### src/sv/pbsc_pkg.sv
// ----------------------------------------------------------------------------
// pbsc_pkg
// Shared types, codes, constants and CRC helpers for the pulse-width bit-cell
// encoder.
// ----------------------------------------------------------------------------
package pbsc_pkg;

  localparam int unsigned MaxResults = 20;
  localparam int unsigned ResCntW    = 5;

  localparam logic [15:0] CrcPoly  = 16'h8408;
  localparam logic [7:0]  SyncByte = 8'h7E;

  localparam logic [7:0]  MarkTimeRst    = 8'd18;
  localparam logic [7:0]  SpaceTimeRst   = 8'd14;
  localparam logic [7:0]  OneExtraRst    = 8'd16;
  localparam logic [15:0] FlushMarkerRst = 16'd18010;
  localparam logic [2:0]  StuffRunRst    = 3'd5;

  typedef enum logic [2:0] {
    CMD_DATA  = 3'd0,
    CMD_SYNC  = 3'd1,
    CMD_FLUSH = 3'd2,
    CMD_START = 3'd3,
    CMD_CRC   = 3'd4
  } cmd_e;

  typedef enum logic [2:0] {
    REG_MARK_TIME   = 3'd0,
    REG_SPACE_TIME  = 3'd1,
    REG_ONE_EXTRA   = 3'd2,
    REG_FLUSH_MARK  = 3'd3,
    REG_STUFF_RUN   = 3'd4
  } reg_e;

  typedef enum logic [1:0] {
    ST_IDLE,
    ST_CELL,
    ST_STUFF,
    ST_FLUSH
  } state_e;

  typedef enum logic [2:0] {
    OP_NONE,
    OP_LOAD,
    OP_BIT,
    OP_STUFF,
    OP_FLUSH
  } op_e;

  // Command from the controller to the datapath.
  typedef struct packed {
    op_e  op;
    logic next_byte;
  } ctrl_t;

  // Status from the datapath to the controller.
  typedef struct packed {
    logic adv;
    logic stuff_need;
    logic last_bit;
    logic byte_end;
    logic pending;
  } stat_t;

  // One entry of the reflected table, computed by eight shift steps.
  function automatic logic [15:0] crc_table_entry(input logic [7:0] idx);
    logic [15:0] c;
    c = {8'h00, idx};
    for (int k = 0; k < 8; k++) begin
      c = c[0] ? ((c >> 1) ^ CrcPoly) : (c >> 1);
    end
    return c;
  endfunction

  function automatic logic [15:0] crc_update(input logic [15:0] crc, input logic [7:0] b);
    return {crc[7:0], 8'h00} ^ crc_table_entry(crc[15:8] ^ b);
  endfunction

endpackage

### src/sv/pbsc_if.sv
// ----------------------------------------------------------------------------
// pbsc_if
// Valid/ready channels for command words in and bit-cell words out.
// ----------------------------------------------------------------------------
interface pbsc_in_if;
  logic       valid;
  logic       ready;
  logic [2:0] cmd;
  logic [7:0] data_byte;

  modport source (output valid, cmd, data_byte, input ready);
  modport sink   (input valid, cmd, data_byte, output ready);
endinterface

interface pbsc_out_if;
  logic        valid;
  logic        ready;
  logic        kind;
  logic [15:0] rise_time;
  logic [15:0] fall_time;
  logic        bit_value;
  logic        stuffed;
  logic        last;

  modport source (output valid, kind, rise_time, fall_time, bit_value, stuffed, last,
                  input ready);
  modport sink   (input valid, kind, rise_time, fall_time, bit_value, stuffed, last,
                  output ready);
endinterface

### src/sv/pcm_bit_stuff_crc_pulse_encoder_core.sv
// A command word is taken while the encoder is idle; after that the encoder
// produces one bit cell per cycle while the output is not stalled, from a single
// timestamp adder chain, so a data byte makes 8 to 16 cells (each stuffing zero
// adds a cell), a CRC command 16 to 32, a sync head 8, a flush one marker word,
// and start or an unknown code none. Cells beyond the twentieth of a command are
// not output but still advance the CRC, run counter and timestamp. Configuration
// is written through cfg_we_i / cfg_idx_i / cfg_data_i; the user must write it
// only while no command is in flight, as the block itself does not enforce this.
// ----------------------------------------------------------------------------
// pcm_bit_stuff_crc_pulse_encoder_core
// Pulse-width bit-cell encoder with CRC-16 and zero-bit stuffing.
// ----------------------------------------------------------------------------
module pcm_bit_stuff_crc_pulse_encoder_core import pbsc_pkg::*; (
  input  logic        clk_i,
  input  logic        rst_ni,
  input  logic        cfg_we_i,
  input  logic [2:0]  cfg_idx_i,
  input  logic [15:0] cfg_data_i,
  pbsc_in_if.sink     in_i,
  pbsc_out_if.source  out_o
);

  ctrl_t ctrl;
  stat_t stat;

  pbsc_ctrl u_ctrl (
    .clk_i      (clk_i),
    .rst_ni     (rst_ni),
    .in_valid_i (in_i.valid),
    .in_cmd_i   (in_i.cmd),
    .stat_i     (stat),
    .in_ready_o (in_i.ready),
    .ctrl_o     (ctrl)
  );

  pbsc_datapath u_datapath (
    .clk_i           (clk_i),
    .rst_ni          (rst_ni),
    .cfg_we_i        (cfg_we_i),
    .cfg_idx_i       (cfg_idx_i),
    .cfg_data_i      (cfg_data_i),
    .ctrl_i          (ctrl),
    .in_cmd_i        (in_i.cmd),
    .in_data_byte_i  (in_i.data_byte),
    .out_ready_i     (out_o.ready),
    .stat_o          (stat),
    .out_valid_o     (out_o.valid),
    .out_kind_o      (out_o.kind),
    .out_rise_time_o (out_o.rise_time),
    .out_fall_time_o (out_o.fall_time),
    .out_bit_value_o (out_o.bit_value),
    .out_stuffed_o   (out_o.stuffed),
    .out_last_o      (out_o.last)
  );

`ifndef SYNTHESIS
  // A flush marker word is always the only and therefore last word of its command.
  a_flush_last: assert property (@(posedge clk_i) disable iff (!rst_ni)
    (out_o.valid && out_o.kind) |-> (out_o.last && out_o.fall_time == 16'h0000))
    else $error("flush marker word not marked last");

  // A stuffing cell is always a zero bit cell.
  a_stuff_zero: assert property (@(posedge clk_i) disable iff (!rst_ni)
    (out_o.valid && out_o.stuffed) |-> (!out_o.bit_value && !out_o.kind))
    else $error("stuffing cell is not a zero bit cell");

  // Commands that make bit cells keep the encoder busy for at least the next cycle.
  a_busy: assert property (@(posedge clk_i) disable iff (!rst_ni)
    (in_i.valid && in_i.ready &&
     (in_i.cmd == CMD_DATA || in_i.cmd == CMD_SYNC || in_i.cmd == CMD_CRC))
    |=> !in_i.ready)
    else $error("encoder took a command while cells were pending");
`endif

endmodule

### src/sv/pbsc_ctrl.sv
// ----------------------------------------------------------------------------
// pbsc_ctrl
// Sequencer: takes a command word, then steps the datapath one bit cell per
// cycle unless stalled, inserting stuffing cells; chains the second CRC byte.
// ----------------------------------------------------------------------------
module pbsc_ctrl import pbsc_pkg::*; (
  input  logic       clk_i,
  input  logic       rst_ni,
  input  logic       in_valid_i,
  input  logic [2:0] in_cmd_i,
  input  stat_t      stat_i,
  output logic       in_ready_o,
  output ctrl_t      ctrl_o
);

  state_e state_q, state_d;

  always_ff @(posedge clk_i or negedge rst_ni) begin
    if (!rst_ni) begin
      state_q <= ST_IDLE;
    end else begin
      state_q <= state_d;
    end
  end

  always_comb begin
    state_d           = state_q;
    in_ready_o        = 1'b0;
    ctrl_o.op         = OP_NONE;
    ctrl_o.next_byte  = 1'b0;
    case (state_q)
      ST_IDLE: begin
        in_ready_o = 1'b1;
        if (in_valid_i) begin
          ctrl_o.op = OP_LOAD;
          if (in_cmd_i == CMD_DATA || in_cmd_i == CMD_SYNC || in_cmd_i == CMD_CRC) begin
            state_d = ST_CELL;
          end else if (in_cmd_i == CMD_FLUSH) begin
            state_d = ST_FLUSH;
          end
        end
      end
      ST_CELL: begin
        if (stat_i.adv) begin
          ctrl_o.op = OP_BIT;
          if (stat_i.stuff_need) begin
            state_d = ST_STUFF;
          end else if (stat_i.last_bit) begin
            if (stat_i.pending) begin
              ctrl_o.next_byte = 1'b1;
            end else begin
              state_d = ST_IDLE;
            end
          end
        end
      end
      ST_STUFF: begin
        if (stat_i.adv) begin
          ctrl_o.op = OP_STUFF;
          if (stat_i.byte_end && !stat_i.pending) begin
            state_d = ST_IDLE;
          end else begin
            ctrl_o.next_byte = stat_i.byte_end;
            state_d          = ST_CELL;
          end
        end
      end
      ST_FLUSH: begin
        if (stat_i.adv) begin
          ctrl_o.op = OP_FLUSH;
          state_d   = ST_IDLE;
        end
      end
      default: begin
        state_d = ST_IDLE;
      end
    endcase
  end

endmodule

### src/sv/pbsc_datapath.sv
// ----------------------------------------------------------------------------
// pbsc_datapath
// Configuration registers, CRC, run-of-ones counter, timestamp accumulator,
// bit shifter and the output word register.
// ----------------------------------------------------------------------------
module pbsc_datapath import pbsc_pkg::*; (
  input  logic        clk_i,
  input  logic        rst_ni,
  input  logic        cfg_we_i,
  input  logic [2:0]  cfg_idx_i,
  input  logic [15:0] cfg_data_i,
  input  ctrl_t       ctrl_i,
  input  logic [2:0]  in_cmd_i,
  input  logic [7:0]  in_data_byte_i,
  input  logic        out_ready_i,
  output stat_t       stat_o,
  output logic        out_valid_o,
  output logic        out_kind_o,
  output logic [15:0] out_rise_time_o,
  output logic [15:0] out_fall_time_o,
  output logic        out_bit_value_o,
  output logic        out_stuffed_o,
  output logic        out_last_o
);

  logic [7:0]  mark_q, space_q, extra_q;
  logic [15:0] flush_q;
  logic [2:0]  stuff_run_q;

  logic [15:0] crc_q, crc_d;
  logic [2:0]  ones_q, ones_d;
  logic [15:0] ts_q, ts_d;
  logic [7:0]  sh_q, sh_d;
  logic [7:0]  lo_q, lo_d;
  logic [2:0]  cnt_q, cnt_d;
  logic        byte_end_q, byte_end_d;
  logic        pending_q, pending_d;
  logic        raw_q, raw_d;
  logic [ResCntW-1:0] res_cnt_q, res_cnt_d;

  logic        valid_q, valid_d;
  logic        kind_q, kind_d;
  logic [15:0] rise_q, rise_d;
  logic [15:0] fall_q, fall_d;
  logic        bit_q, bit_d;
  logic        stf_q, stf_d;
  logic        last_q, last_d;

  logic        emit_ok, slot_free, limit_hit;
  logic        bitv, stuff_need, cell_bit;
  logic [2:0]  ones_next;
  logic [3:0]  thr;
  logic [7:0]  crc_byte;
  logic [15:0] crc_next;
  logic [15:0] cell_rise, cell_fall, low_time;

  // Configuration writes; indexes outside the register list are dropped.
  always_ff @(posedge clk_i or negedge rst_ni) begin
    if (!rst_ni) begin
      mark_q      <= MarkTimeRst;
      space_q     <= SpaceTimeRst;
      extra_q     <= OneExtraRst;
      flush_q     <= FlushMarkerRst;
      stuff_run_q <= StuffRunRst;
    end else if (cfg_we_i) begin
      case (cfg_idx_i)
        REG_MARK_TIME:  mark_q      <= cfg_data_i[7:0];
        REG_SPACE_TIME: space_q     <= cfg_data_i[7:0];
        REG_ONE_EXTRA:  extra_q     <= cfg_data_i[7:0];
        REG_FLUSH_MARK: flush_q     <= cfg_data_i;
        REG_STUFF_RUN:  stuff_run_q <= cfg_data_i[2:0];
        default: ;
      endcase
    end
  end

  assign emit_ok   = res_cnt_q < ResCntW'(MaxResults);
  assign limit_hit = res_cnt_q == ResCntW'(MaxResults - 1);
  assign slot_free = !valid_q || out_ready_i;

  // A stuff run of zero disables stuffing: the threshold of eight is never met.
  assign thr        = (stuff_run_q == 3'd0) ? 4'd8 : {1'b0, stuff_run_q};
  assign bitv       = sh_q[7];
  assign ones_next  = bitv ? ((ones_q == 3'd7) ? 3'd7 : ones_q + 3'd1) : 3'd0;
  assign stuff_need = !raw_q && ({1'b0, ones_next} >= thr);

  assign stat_o.adv        = slot_free || !emit_ok;
  assign stat_o.stuff_need = stuff_need;
  assign stat_o.last_bit   = cnt_q == 3'd0;
  assign stat_o.byte_end   = byte_end_q;
  assign stat_o.pending    = pending_q;

  // One shared table lookup serves both the first and the chained byte.
  always_comb begin
    if (ctrl_i.next_byte) begin
      crc_byte = lo_q;
    end else if (in_cmd_i == CMD_CRC) begin
      crc_byte = crc_q[15:8];
    end else begin
      crc_byte = in_data_byte_i;
    end
  end
  assign crc_next = crc_update(crc_q, crc_byte);

  assign cell_bit  = (ctrl_i.op == OP_BIT) ? bitv : 1'b0;
  assign low_time  = {8'h00, space_q} + (cell_bit ? {8'h00, extra_q} : 16'h0000);
  assign cell_rise = ts_q + {8'h00, mark_q};
  assign cell_fall = cell_rise + low_time;

  always_comb begin
    crc_d      = crc_q;
    ones_d     = ones_q;
    ts_d       = ts_q;
    sh_d       = sh_q;
    lo_d       = lo_q;
    cnt_d      = cnt_q;
    byte_end_d = byte_end_q;
    pending_d  = pending_q;
    raw_d      = raw_q;
    res_cnt_d  = res_cnt_q;
    valid_d    = out_ready_i ? 1'b0 : valid_q;
    kind_d     = kind_q;
    rise_d     = rise_q;
    fall_d     = fall_q;
    bit_d      = bit_q;
    stf_d      = stf_q;
    last_d     = last_q;

    case (ctrl_i.op)
      OP_LOAD: begin
        res_cnt_d  = '0;
        cnt_d      = 3'd7;
        byte_end_d = 1'b0;
        pending_d  = 1'b0;
        raw_d      = 1'b0;
        case (in_cmd_i)
          CMD_DATA: begin
            crc_d = crc_next;
            sh_d  = in_data_byte_i;
          end
          CMD_SYNC: begin
            sh_d  = SyncByte;
            raw_d = 1'b1;
          end
          CMD_CRC: begin
            crc_d     = crc_next;
            sh_d      = crc_q[15:8];
            lo_d      = crc_q[7:0];
            pending_d = 1'b1;
          end
          CMD_START: begin
            crc_d  = '0;
            ones_d = '0;
            ts_d   = '0;
          end
          default: ;
        endcase
      end
      OP_BIT: begin
        ts_d       = cell_fall;
        sh_d       = {sh_q[6:0], 1'b0};
        cnt_d      = cnt_q - 3'd1;
        byte_end_d = cnt_q == 3'd0;
        if (!raw_q) begin
          ones_d = stuff_need ? 3'd0 : ones_next;
        end
        if (emit_ok) begin
          res_cnt_d = res_cnt_q + ResCntW'(1);
          valid_d   = 1'b1;
          kind_d    = 1'b0;
          rise_d    = cell_rise;
          fall_d    = cell_fall;
          bit_d     = bitv;
          stf_d     = 1'b0;
          last_d    = ((cnt_q == 3'd0) && !pending_q && !stuff_need) || limit_hit;
        end
      end
      OP_STUFF: begin
        ts_d = cell_fall;
        if (emit_ok) begin
          res_cnt_d = res_cnt_q + ResCntW'(1);
          valid_d   = 1'b1;
          kind_d    = 1'b0;
          rise_d    = cell_rise;
          fall_d    = cell_fall;
          bit_d     = 1'b0;
          stf_d     = 1'b1;
          last_d    = (byte_end_q && !pending_q) || limit_hit;
        end
      end
      OP_FLUSH: begin
        res_cnt_d = res_cnt_q + ResCntW'(1);
        valid_d   = 1'b1;
        kind_d    = 1'b1;
        rise_d    = flush_q;
        fall_d    = '0;
        bit_d     = 1'b0;
        stf_d     = 1'b0;
        last_d    = 1'b1;
      end
      default: ;
    endcase

    // The second CRC byte takes over the shifter once the first one is done.
    if (ctrl_i.next_byte) begin
      crc_d      = crc_next;
      sh_d       = lo_q;
      cnt_d      = 3'd7;
      byte_end_d = 1'b0;
      pending_d  = 1'b0;
    end
  end

  always_ff @(posedge clk_i or negedge rst_ni) begin
    if (!rst_ni) begin
      crc_q      <= '0;
      ones_q     <= '0;
      ts_q       <= '0;
      cnt_q      <= '0;
      byte_end_q <= 1'b0;
      pending_q  <= 1'b0;
      raw_q      <= 1'b0;
      res_cnt_q  <= '0;
      valid_q    <= 1'b0;
    end else begin
      crc_q      <= crc_d;
      ones_q     <= ones_d;
      ts_q       <= ts_d;
      cnt_q      <= cnt_d;
      byte_end_q <= byte_end_d;
      pending_q  <= pending_d;
      raw_q      <= raw_d;
      res_cnt_q  <= res_cnt_d;
      valid_q    <= valid_d;
    end
  end

  always_ff @(posedge clk_i) begin
    sh_q   <= sh_d;
    lo_q   <= lo_d;
    kind_q <= kind_d;
    rise_q <= rise_d;
    fall_q <= fall_d;
    bit_q  <= bit_d;
    stf_q  <= stf_d;
    last_q <= last_d;
  end

  assign out_valid_o     = valid_q;
  assign out_kind_o      = kind_q;
  assign out_rise_time_o = rise_q;
  assign out_fall_time_o = fall_q;
  assign out_bit_value_o = bit_q;
  assign out_stuffed_o   = stf_q;
  assign out_last_o      = last_q;

endmodule

### src/flat_wrapper.sv
// flat-port wrapper written by rule: the top's interface ports become plain ports
module pcm_bit_stuff_crc_pulse_encoder_core_flat import pbsc_pkg::*;
  (clk_i, rst_ni, cfg_we_i, cfg_idx_i, cfg_data_i, in_i_valid, in_i_cmd, in_i_data_byte, in_i_ready, out_o_valid, out_o_kind, out_o_rise_time, out_o_fall_time, out_o_bit_value, out_o_stuffed, out_o_last, out_o_ready);
  pbsc_in_if in_i_i ();
  pbsc_out_if out_o_i ();
  input  logic clk_i;
  input  logic rst_ni;
  input  logic cfg_we_i;
  input  logic [2:0] cfg_idx_i;
  input  logic [15:0] cfg_data_i;
  input wire logic [$bits(in_i_i.valid)-1:0] in_i_valid;
  input wire logic [$bits(in_i_i.cmd)-1:0] in_i_cmd;
  input wire logic [$bits(in_i_i.data_byte)-1:0] in_i_data_byte;
  output wire logic [$bits(in_i_i.ready)-1:0] in_i_ready;
  output wire logic [$bits(out_o_i.valid)-1:0] out_o_valid;
  output wire logic [$bits(out_o_i.kind)-1:0] out_o_kind;
  output wire logic [$bits(out_o_i.rise_time)-1:0] out_o_rise_time;
  output wire logic [$bits(out_o_i.fall_time)-1:0] out_o_fall_time;
  output wire logic [$bits(out_o_i.bit_value)-1:0] out_o_bit_value;
  output wire logic [$bits(out_o_i.stuffed)-1:0] out_o_stuffed;
  output wire logic [$bits(out_o_i.last)-1:0] out_o_last;
  input wire logic [$bits(out_o_i.ready)-1:0] out_o_ready;
  assign in_i_i.valid = in_i_valid;
  assign in_i_i.cmd = in_i_cmd;
  assign in_i_i.data_byte = in_i_data_byte;
  assign in_i_ready = in_i_i.ready;
  assign out_o_valid = out_o_i.valid;
  assign out_o_kind = out_o_i.kind;
  assign out_o_rise_time = out_o_i.rise_time;
  assign out_o_fall_time = out_o_i.fall_time;
  assign out_o_bit_value = out_o_i.bit_value;
  assign out_o_stuffed = out_o_i.stuffed;
  assign out_o_last = out_o_i.last;
  assign out_o_i.ready = out_o_ready;
  pcm_bit_stuff_crc_pulse_encoder_core u_core (.clk_i(clk_i), .rst_ni(rst_ni), .cfg_we_i(cfg_we_i), .cfg_idx_i(cfg_idx_i), .cfg_data_i(cfg_data_i), .in_i(in_i_i), .out_o(out_o_i));
endmodule
### config.mk
export PLATFORM = sky130hd
export DESIGN_NAME = pcm_bit_stuff_crc_pulse_encoder_core_flat
export DESIGN_NICKNAME = d
export VERILOG_FILES = /design/src/sv/pbsc_pkg.sv /design/src/sv/pbsc_if.sv /design/src/sv/pcm_bit_stuff_crc_pulse_encoder_core.sv /design/src/sv/pbsc_ctrl.sv /design/src/sv/pbsc_datapath.sv /design/src/flat_wrapper.sv
export SDC_FILE = /design/constraint.sdc
export NUM_CORES = 1
export LEC_CHECK = 0
export BUFFER_PORTS_ARGS = -buffer_cell sky130_fd_sc_hd__buf_2
export CORE_MARGIN = 10
export CORE_UTILIZATION = 60
export CTS_CLUSTER_SIZE = 24
export DETAILED_ROUTE_END_ITERATION = 8
export GPL_TIMING_DRIVEN = 0
export PLACE_DENSITY = 0.86
export SLEW_MARGIN = 15
export SYNTH_ARGS = -nofsm -noshare
export SYNTH_HDL_FRONTEND = slang
export SYNTH_SLANG_ARGS = --single-unit
export TNS_END_PERCENT = 100
### constraint.sdc
create_clock -name clk_i -period 5.3 [get_ports clk_i]
set_input_delay 0.53 -clock clk_i [delete_from_list [all_inputs] [get_ports clk_i]]
set_output_delay 0.53 -clock clk_i [all_outputs]
set_load 0.01 [all_outputs]
==> results.cfg, run 1 <==
[setup_path]
worstPathCellList = inv_1, ha_1, clkbuf_2, nor3_1, and3b_1, clkbuf_2, clkbuf_2, and3_1, fa_1, ha_1, inv_1, fa_1, nor2b_1, o21ai_0, a21oi_1, o21ai_1, or3_1, o22ai_1, xnor2_1, nor2_1
criticalPathCategory = register to register
crit_path_start_kind = register
slowest_delay_ps = 420
path_max_fanout = 10
end_kind = register
cp.required_ps = 5470
cp_common_cell = clkbuf_2
crit_slowest_cell = nor3_1
arrival_ps = 5310
reg2reg_slack_ps = 150

[floorplanning]
initial_core_util = 0.619
die_w_um = 135
die_y_um = 135
dieArea_um2 = 18200
io_pins = 73
core_area_um2 = 12800
core.rowCount = 41

[route]
finalWirelength_um = 19400
drt_iter0_drc = 626
drc = 0
drtPass1Iterations = 6
ant_nets = 0
vias = 6329
wl_per_cell_um = 18.7
via_per_inst = 6.09

[timing]
tightestPinTransition_ps = 886
setup_ws_ps = 151
fin_crit_sh = 0.971
fmax_mhz = 194
finalHoldViolCount = 0
max_slew_margin = 0.405
final.min_clock_period_ps = 5150
tns_ps = 0
finalSetupViolations = 0
hold_slack_ps = 59.4
finalMaxSlewViolations = 0
fin_skew_ps = 7.73

[logic_synthesis]
synth_cells = 761
ys_async_sr_fraction = 0.641
synth_edf_count = 51
ys_seq_area_frac = 0.484
syn-num-nets = 833
syn-cell-area_um2 = 7900
synth_warnings = 0
synth-seq-cells = 142
synth-main-ff-cell = dfrtp_1
synth.distinct_cells = 62
synth.avg_cell_area_um2 = 10.4

[placement]
dp_hpwl_um = 13700
gp_congestion = 0.900
dp_worst_setup_slack_ps = 13.9
io_buffers = 72

[power]
power_leakage_nw = 3.89
p_clk_frac = 0.188
pwr-share-comb = 0.481
power_density_nw_per_um2 = 643
max-vdd-ir-drop_mv = 0.298
p_total_mw = 5.83
intPower_mw = 3.41
power_switching_mw = 2.42
sw_frac_of_total = 0.415
p_seq_frac = 0.331

[global_routing]
grt-ovfl-total = 0
grt_pass1_wl_um = 31300
grt_pass1_vias = 6150
antenna_found_initial = 0
grt.total_usage = 0.215
grt_max_degree = 61

[worst_hold_path]
hp-class = input pin to asynchronous set/reset pin

[finish]
fin_nets = 925
mostFrequentLayoutCells = 76 x dfrtp_1, 73 x buf_2, 71 x nand2_1, 67 x nor2_1, 59 x o21ai_0
final_util = 0.710
drive_above_1_share = 0.214
syn_to_final_growth_pct = 14.8
layout_commonest_cell = dfrtp_1

[clock_network]
root_buffer = clkbuf_16
cts_hold_buf = 0
cts_sinks = 142
ctsLongestPathBuffers = 2
postCtsSetupRepairBufs = 0
tritoncts = yes
clock_latency_ps = 430
cts_resized = 1
clk_pin_slew_worst_paths_ps = 60
cts_buffers = 17
cts-htree-levels = 4

[run]
drv_cap = 0

[outcome]
status = finished clean
power groups by stage:
stage,Sequential [mW],Combinational [mW],Clock [mW]
after global placement,1.93,2.62,0
after floorplan,1.98,1.88,0
after global routing,1.97,3.09,1.15
final,1.93,2.80,1.09
after detailed placement,1.94,2.72,0
after CTS,1.93,2.78,1.10
cells by family (layout without fill, tap and decap cells):
kind of cell               after synthesis  in the layout  share of synthesized area
adders and majority gates               37             37                     0.0681
other                                    0              1                          0
buffers and inverters                   55            160                     0.0264
xor gates and xnor gates                50             50                     0.0606
muxes                                   47             47                     0.0665
AOI/OAI and AO/OA                      178            178                      0.140
and+or+nand+nor                        252            252                      0.154
DFF                                    142            142                      0.484
final cells by class:
class / instances / area, um^2
Sequential cell: 142 / 3830
Antenna cell: 1 / 2.50
Buffer: 34 / 134
Clock inverter: 13 / 91.3
Inverter: 21 / 78.8
Multi-Input combinational cell: 564 / 3880
Clock buffer: 19 / 454
Tap cell: 172 / 215
Timing Repair Buffer: 73 / 390
Fill cell: 885 / 3700
final timing paths:
check | start | cells past startpoint | end
setup reg to reg | u_core.u_ctrl.state_q[0] | 20 | u_core.u_datapath.out_fall_time_o[13]
hold / removal | rst_ni | 1 | u_core.u_datapath.res_cnt_q[0]
setup / recovery | u_core.u_ctrl.state_q[0] | 20 | u_core.u_datapath.out_fall_time_o[13]
min in group clk_i | cfg_data_i[8] | 2 | u_core.u_datapath.flush_q[8]
hold reg to reg | u_core.u_datapath.crc_q[6] | 0 | u_core.u_datapath.lo_q[6]
max in group asynchronous | rst_ni | 2 | u_core.u_datapath.flush_q[6]
layer usage:
layer  up-vias  GRT usage  share of wire
met2       288      0.333           0.47
met4         0     0.0889          0.026
li1       2923          -              -
met1      3068      0.279           0.42
met3        50     0.0616          0.084
met5         -          0              0
worst max-delay path: cells and delay by family (launching register included):
kind / cells / cell delay [ps]
AOI/OAI and AO/OA: 4 / 930
xor gates and xnor gates: 1 / 160
adders and majority gates: 4 / 1010
buffers and inverters: 5 / 880
DFF: 1 / 370
and+or+nand+nor: 6 / 1510
Yosys cell counts, drive strengths merged, types with 3 or more instances:
cell type	count	share of area
mux2i	3	0.0038
buf	4	0.0022
clkbuf	30	0.014
or2	4	0.0032
xor2	19	0.021
mux2	44	0.063
nor2	68	0.032
nand2	71	0.034
or3	3	0.0030
a21oi	43	0.027
xnor3	3	0.0085
a211oi	10	0.010
nor2b	9	0.0071
o21a	4	0.0038
dfrtp	76	0.24
nand4b	3	0.0033
a221oi	5	0.0055
a21o	4	0.0038
nor4	4	0.0032
a31oi	3	0.0024
o211ai	5	0.0048
fa	10	0.025
xnor2	28	0.031
o221a	3	0.0043
o22ai	10	0.0079
edfxtp	51	0.19
and3	14	0.012
nand3	35	0.022
ha	27	0.043
inv	20	0.0095
and2	9	0.0074
nand2b	10	0.0079
o31ai	10	0.011
dfstp	15	0.050
nor3b	4	0.0038
nand3b	3	0.0028
a22oi	3	0.0028
a211o	4	0.0055
o21ai	65	0.041
nor3	9	0.0057
registers in the layout (all words and copies together), names as in the netlist, 8 cells and up:
name,count
u_core.u_datapath.crc_q,15
u_core.u_datapath.extra_q,8
u_core.u_datapath.flush_q,16
u_core.u_datapath.mark_q,8
u_core.u_datapath.out_fall_time_o,16
u_core.u_datapath.out_rise_time_o,16
u_core.u_datapath.sh_q,8
u_core.u_datapath.space_q,8
u_core.u_datapath.ts_q,16
per-stage QoR:
stage,std cells,instance area [um^2]
6_report,1039,9070
4_1_cts,1038,9070
2_1_floorplan,761,7900
3_5_place_dp,1006,8520
3_3_place_gp,1005,8480
5_1_grt,1038,9070
No activity file was read; power rests on OpenSTA's default activity.
==> run 2: changes to the inputs <==
Clock period 5.3 ns to 6.15 ns, I/O delays scaled along.
==> run 2 against run 1 <==
- register-to-register slack better by 490 ps
- power decreased by 14%
- hold slack gained 86 ps
- cell area about the same
- sequential cell count is the same
- largest power group unchanged
- highest routed layer unchanged
==> results.cfg, run 2 (same netlist as run 1, synthesis figures left out) <==
[outcome]
status = finished clean

[timing]
tns_ps = 0
tightestPinTransition_ps = 903
max_slew_margin = 0.393
finalMaxSlewViolations = 0
fin_crit_sh = 0.896
rsz0062_at_grt = false
fin_skew_ps = 7.56
final.min_clock_period_ps = 5510
finalSetupViolations = 0
fmax_mhz = 182
hold_slack_ps = 145
setup_ws_ps = 642
finalHoldViolCount = 0

[floorplanning]
io_pins = 73
die_w_um = 135
die_y_um = 135
initial_core_util = 0.619
dieArea_um2 = 18200
core_area_um2 = 12800
core.rowCount = 41

[global_routing]
grt.total_usage = 0.215
grt_pass1_vias = 6150
grt_max_degree = 61
grt_pass1_wl_um = 31300
grt-ovfl-total = 0
antenna_found_initial = 0

[setup_path]
crit_slowest_cell = nor3_1
crit_path_start_kind = register
crit_family = simple AND/OR/NAND/NOR gates
slowest_delay_ps = 440
worstPathCellList = inv_1, ha_1, clkbuf_1, nor3_1, and3b_1, clkbuf_1, clkbuf_1, and3_1, fa_1, ha_1, inv_1, fa_1, nor2b_1, o21ai_0, a21oi_1, o21ai_1, or3_1, o22ai_1, xnor2_1, nor2_1
r2r_start = u_core.u_ctrl.state_q[0]
r2r_end = u_core.u_datapath.out_fall_time_o[13]
cp_common_cell = clkbuf_1
path_max_fanout = 10
reg2reg_slack_ps = 640
cp.required_ps = 6310
arrival_ps = 5670
path_buf_inv = 5
criticalPathCategory = register to register
r2r_cells = 20
end_kind = register

[clock_network]
ctsLongestPathBuffers = 2
tritoncts = yes
clock_latency_ps = 430
cts_hold_buf = 0
cts_buffers = 17
root_buffer = clkbuf_16
cts-htree-levels = 4
clk_pin_slew_worst_paths_ps = 60
cts_sinks = 142
cts_resized = 0
postCtsSetupRepairBufs = 0

[power]
power_density_nw_per_um2 = 554
power_leakage_nw = 3.88
max-vdd-ir-drop_mv = 0.256

[route]
finalWirelength_um = 19300
drtPass1Iterations = 6
via_per_inst = 6.10
drt_iter0_drc = 600
vias = 6338
ant_nets = 0
wl_per_cell_um = 18.6
drc = 0

[finish]
layout_commonest_cell = dfrtp_1
drive_above_1_share = 0.209
fin_nets = 925
syn_to_final_growth_pct = 14.7
mostFrequentLayoutCells = 76 x dfrtp_1, 73 x buf_2, 71 x nand2_1, 68 x nor2_1, 59 x o21ai_0
nFillCells = 888

[placement]
gp_congestion = 0.900
dp_hpwl_um = 13700
dp_worst_setup_slack_ps = 864
io_buffers = 72

[worst_hold_path]
hp-class = input pin to asynchronous set/reset pin

[run]
drv_cap = 0
-- run 2: final cells by class --
class,count,area [um^2],share of cell area
flip-flops and latches,142,3830,0.422
inverters,21,78.8,0.00869
diodes,1,2.50,0.000276
clock buffers,19,454,0.0501
well taps,172,215,0.0237
plain buffers,34,130,0.0144
repair buffers,73,390,0.0431
multi-input cells,564,3880,0.428
clock inverters,13,91.3,0.0101
-- run 2: worst max-delay path by stage --
stage | start | endpoint | slack [ps] | cells after the start
final | u_core.u_ctrl.state_q[0] | u_core.u_datapath.out_fall_time_o[13] | 640 | 20
after global routing | u_core.u_ctrl.state_q[0] | u_core.u_datapath.out_fall_time_o[13] | 440 | 20
after CTS | u_core.u_ctrl.state_q[0] | u_core.u_datapath.out_fall_time_o[13] | 770 | 20
after detailed placement | u_core.u_ctrl.state_q[0] | u_core.u_datapath.out_fall_time_o[13] | 860 | 20
after global placement | u_core.u_ctrl.state_q[0] | u_core.u_datapath.out_fall_time_o[13] | 1000 | 20
after floorplan | u_core.u_ctrl.state_q[0] | u_core.u_datapath.out_fall_time_o[13] | 1800 | 20
-- run 2: through the flow --
step,utilization,instance area (um^2),instances,power [mW]
finish,0.710,9070,1039,5.02
global route,0.710,9060,1038,5.36
CTS,0.710,9060,1038,5.00
detailed placement,0.667,8520,1006,4.02
global placement,0.664,8480,1005,3.92
floorplan,-,7900,761,3.33
-- run 2: where the power goes --
| part | switching (mW) | internal (mW) | total [mW] |
|---|---|---|---|
| registers | 0.176 | 1.49 | 1.66 |
| clock network | 0.406 | 0.538 | 0.943 |
| logic | 1.50 | 0.912 | 2.42 |
-- run 2: worst reg2reg max path: cells and delay by family, from the launching register on --
family | cells | cell delay, ps
AND/OR/NAND/NOR | 6 | 1550
buffers and inverters | 5 | 1230
adder cells (fa/ha/maj) | 4 | 1020
AO/OA/AOI/OAI | 4 | 910
flip-flops | 1 | 370
XOR/XNOR | 1 | 160
-- run 2: layer usage --
layer  GRT usage  wire, um  up-vias
met5           0         0        -
met4      0.0889       494        0
met3      0.0616      1770       49
met2       0.333      9040      313
met1       0.279      8010     3051
li1            -         -     2925
==> run 3: changes to the inputs <==
Settings changed: REMOVE_ABC_BUFFERS set to 1.
==> run 3 against run 2 <==
- sequential cell count did not move
- clock power fell by 6.9%
- wire length fell by 1.3%
- worst setup slack improved by 56 ps
- maximum frequency rose by 1.0%
- global-route usage fell by 0.28 points
- hold slack improved by 15 ps
- register-to-register slack improved by 60 ps
==> results.cfg, run 3 (same netlist as run 1, synthesis figures left out) <==
[floorplanning]
die_w_um = 135
core_area_um2 = 12800
initial_core_util = 0.619
io_pins = 73
core.rowCount = 41
dieArea_um2 = 18200
die_y_um = 135

[clock_network]
ctsLongestPathBuffers = 2
root_buffer = clkbuf_16
clock_latency_ps = 420
cts_hold_buf = 0
cts_resized = 0
cts_sinks = 142
cts_buffers = 17
cts-htree-levels = 4
postCtsSetupRepairBufs = 0
tritoncts = yes
clk_pin_slew_worst_paths_ps = 60

[route]
ant_nets = 0
met1_length_um = 8030
highest_layer = met4
met3_length_um = 1400
drt_iter0_drc = 694
drc = 0
met2_length_um = 9250
wl_per_cell_um = 18.9
vias = 6196
drtPass1Iterations = 5
via_per_inst = 6.16
finalWirelength_um = 19100

[timing]
fin_skew_ps = 7.93
max_slew_margin = 0.270
fmax_mhz = 183
fin_crit_sh = 0.887
hold_slack_ps = 160
tns_ps = 0
finalMaxSlewViolations = 0
final.min_clock_period_ps = 5450
finalSetupViolations = 0
setup_ws_ps = 697
tightestPinTransition_ps = 1090
rsz0062_at_grt = false
finalHoldViolCount = 0

[global_routing]
antenna_found_initial = 0
grt_max_degree = 58
grt_pass1_vias = 6243
grt_pass1_wl_um = 31100
grt-ovfl-total = 0
grt.total_usage = 0.213

[worst_hold_path]
hp-class = input pin to asynchronous set/reset pin

[finish]
layout_commonest_cell = dfrtp_1
antennaDiodeCount = 0
fin_nets = 893
drive_above_1_share = 0.213
syn_to_final_growth_pct = 12.9
mostFrequentLayoutCells = 76 x dfrtp_1, 71 x nand2_1, 71 x buf_2, 68 x nor2_1, 59 x o21ai_0
layout.cells.non_filler = 1006
nFillCells = 916

[placement]
dp_hpwl_um = 13400
dp_cells = 974
dp_worst_setup_slack_ps = 736
gp_congestion = 0.906
io_buffers = 72

[setup_path]
crit_path_start_kind = register
arrival_ps = 5590
criticalPathCategory = register to register
path_max_fanout = 29
cp.required_ps = 6290
end_kind = register

[power]
max-vdd-ir-drop_mv = 0.251
power_leakage_nw = 3.83
power_density_nw_per_um2 = 551

[run]
drv_cap = 0

[outcome]
status = finished clean
run 3: changes by cell type in the layout (fill, tap and decap cells not counted), sizes merged:
cell	before	now
clkbuf	49	21
inv	21	20
diode	1	0
clkinv	10	11
buf	77	75
clkinvlp	3	1
run 3: critical path, stage by stage (launching register included):
cell	delay [ps]
dfrtp_1	370
inv_1	90
ha_1	320
nor3_1	470
and3b_1	960
and3_1	300
fa_1	430
ha_1	330
a211o_1	260
o211ai_1	160
a21oi_1	150
o21ai_0	590
a21oi_1	90
a211o_1	360
xnor2_1	180
nor2_1	70
run 3: per-layer routing:
layer / vias up / global-route usage
met5: - / 0
met4: 0 / 0.0713
met3: 47 / 0.0597
met2: 245 / 0.350
met1: 3050 / 0.264
li1: 2854 / -
run 3: where the power goes:
part | switching, mW | internal, mW | total [mW]
Sequential | 0.232 | 1.49 | 1.72
Combinational | 1.41 | 0.903 | 2.31
Clock | 0.375 | 0.503 | 0.878
Total | 2.02 | 2.89 | 4.91
run 3: through the flow:
| stage | util | total power [mW] | cell area (um^2) |
|---|---|---|---|
| after floorplan | - | 3.29 | 7770 |
| after global placement | 0.654 | 3.85 | 8350 |
| after detailed placement | 0.660 | 4.01 | 8430 |
| after CTS | 0.698 | 4.90 | 8920 |
| after global routing | 0.699 | 5.26 | 8920 |
| final | 0.699 | 4.91 | 8920 |
run 3: path summary, 6_finish.rpt:
| check | start | end | slack, ps | cells past startpoint |
|---|---|---|---|---|
| worst min register to register | u_core.u_datapath.crc_q[5] | u_core.u_datapath.lo_q[5] | 480 | 0 |
| worst max-delay path | u_core.u_ctrl.state_q[0] | u_core.u_datapath.out_fall_time_o[10] | 700 | 15 |
| max in group asynchronous | rst_ni | u_core.u_datapath.space_q[2] | 5290 | 2 |
| min in group clk_i | cfg_data_i[9] | u_core.u_datapath.flush_q[9] | 440 | 2 |
| worst min-delay path | rst_ni | u_core.u_datapath.flush_q[12] | 160 | 1 |
| worst max register to register | u_core.u_ctrl.state_q[0] | u_core.u_datapath.out_fall_time_o[10] | 700 | 15 |
run 3: area by class of cell:
cell class / instances / area (um^2) / area share
flip-flops and latches: 142 / 3830 / 0.429
well taps: 172 / 215 / 0.0241
clock buffers: 21 / 440 / 0.0493
clock inverters: 11 / 51.3 / 0.00575
inverters: 21 / 78.8 / 0.00883
repair buffers: 75 / 413 / 0.0463
multi-input cells: 564 / 3900 / 0.437
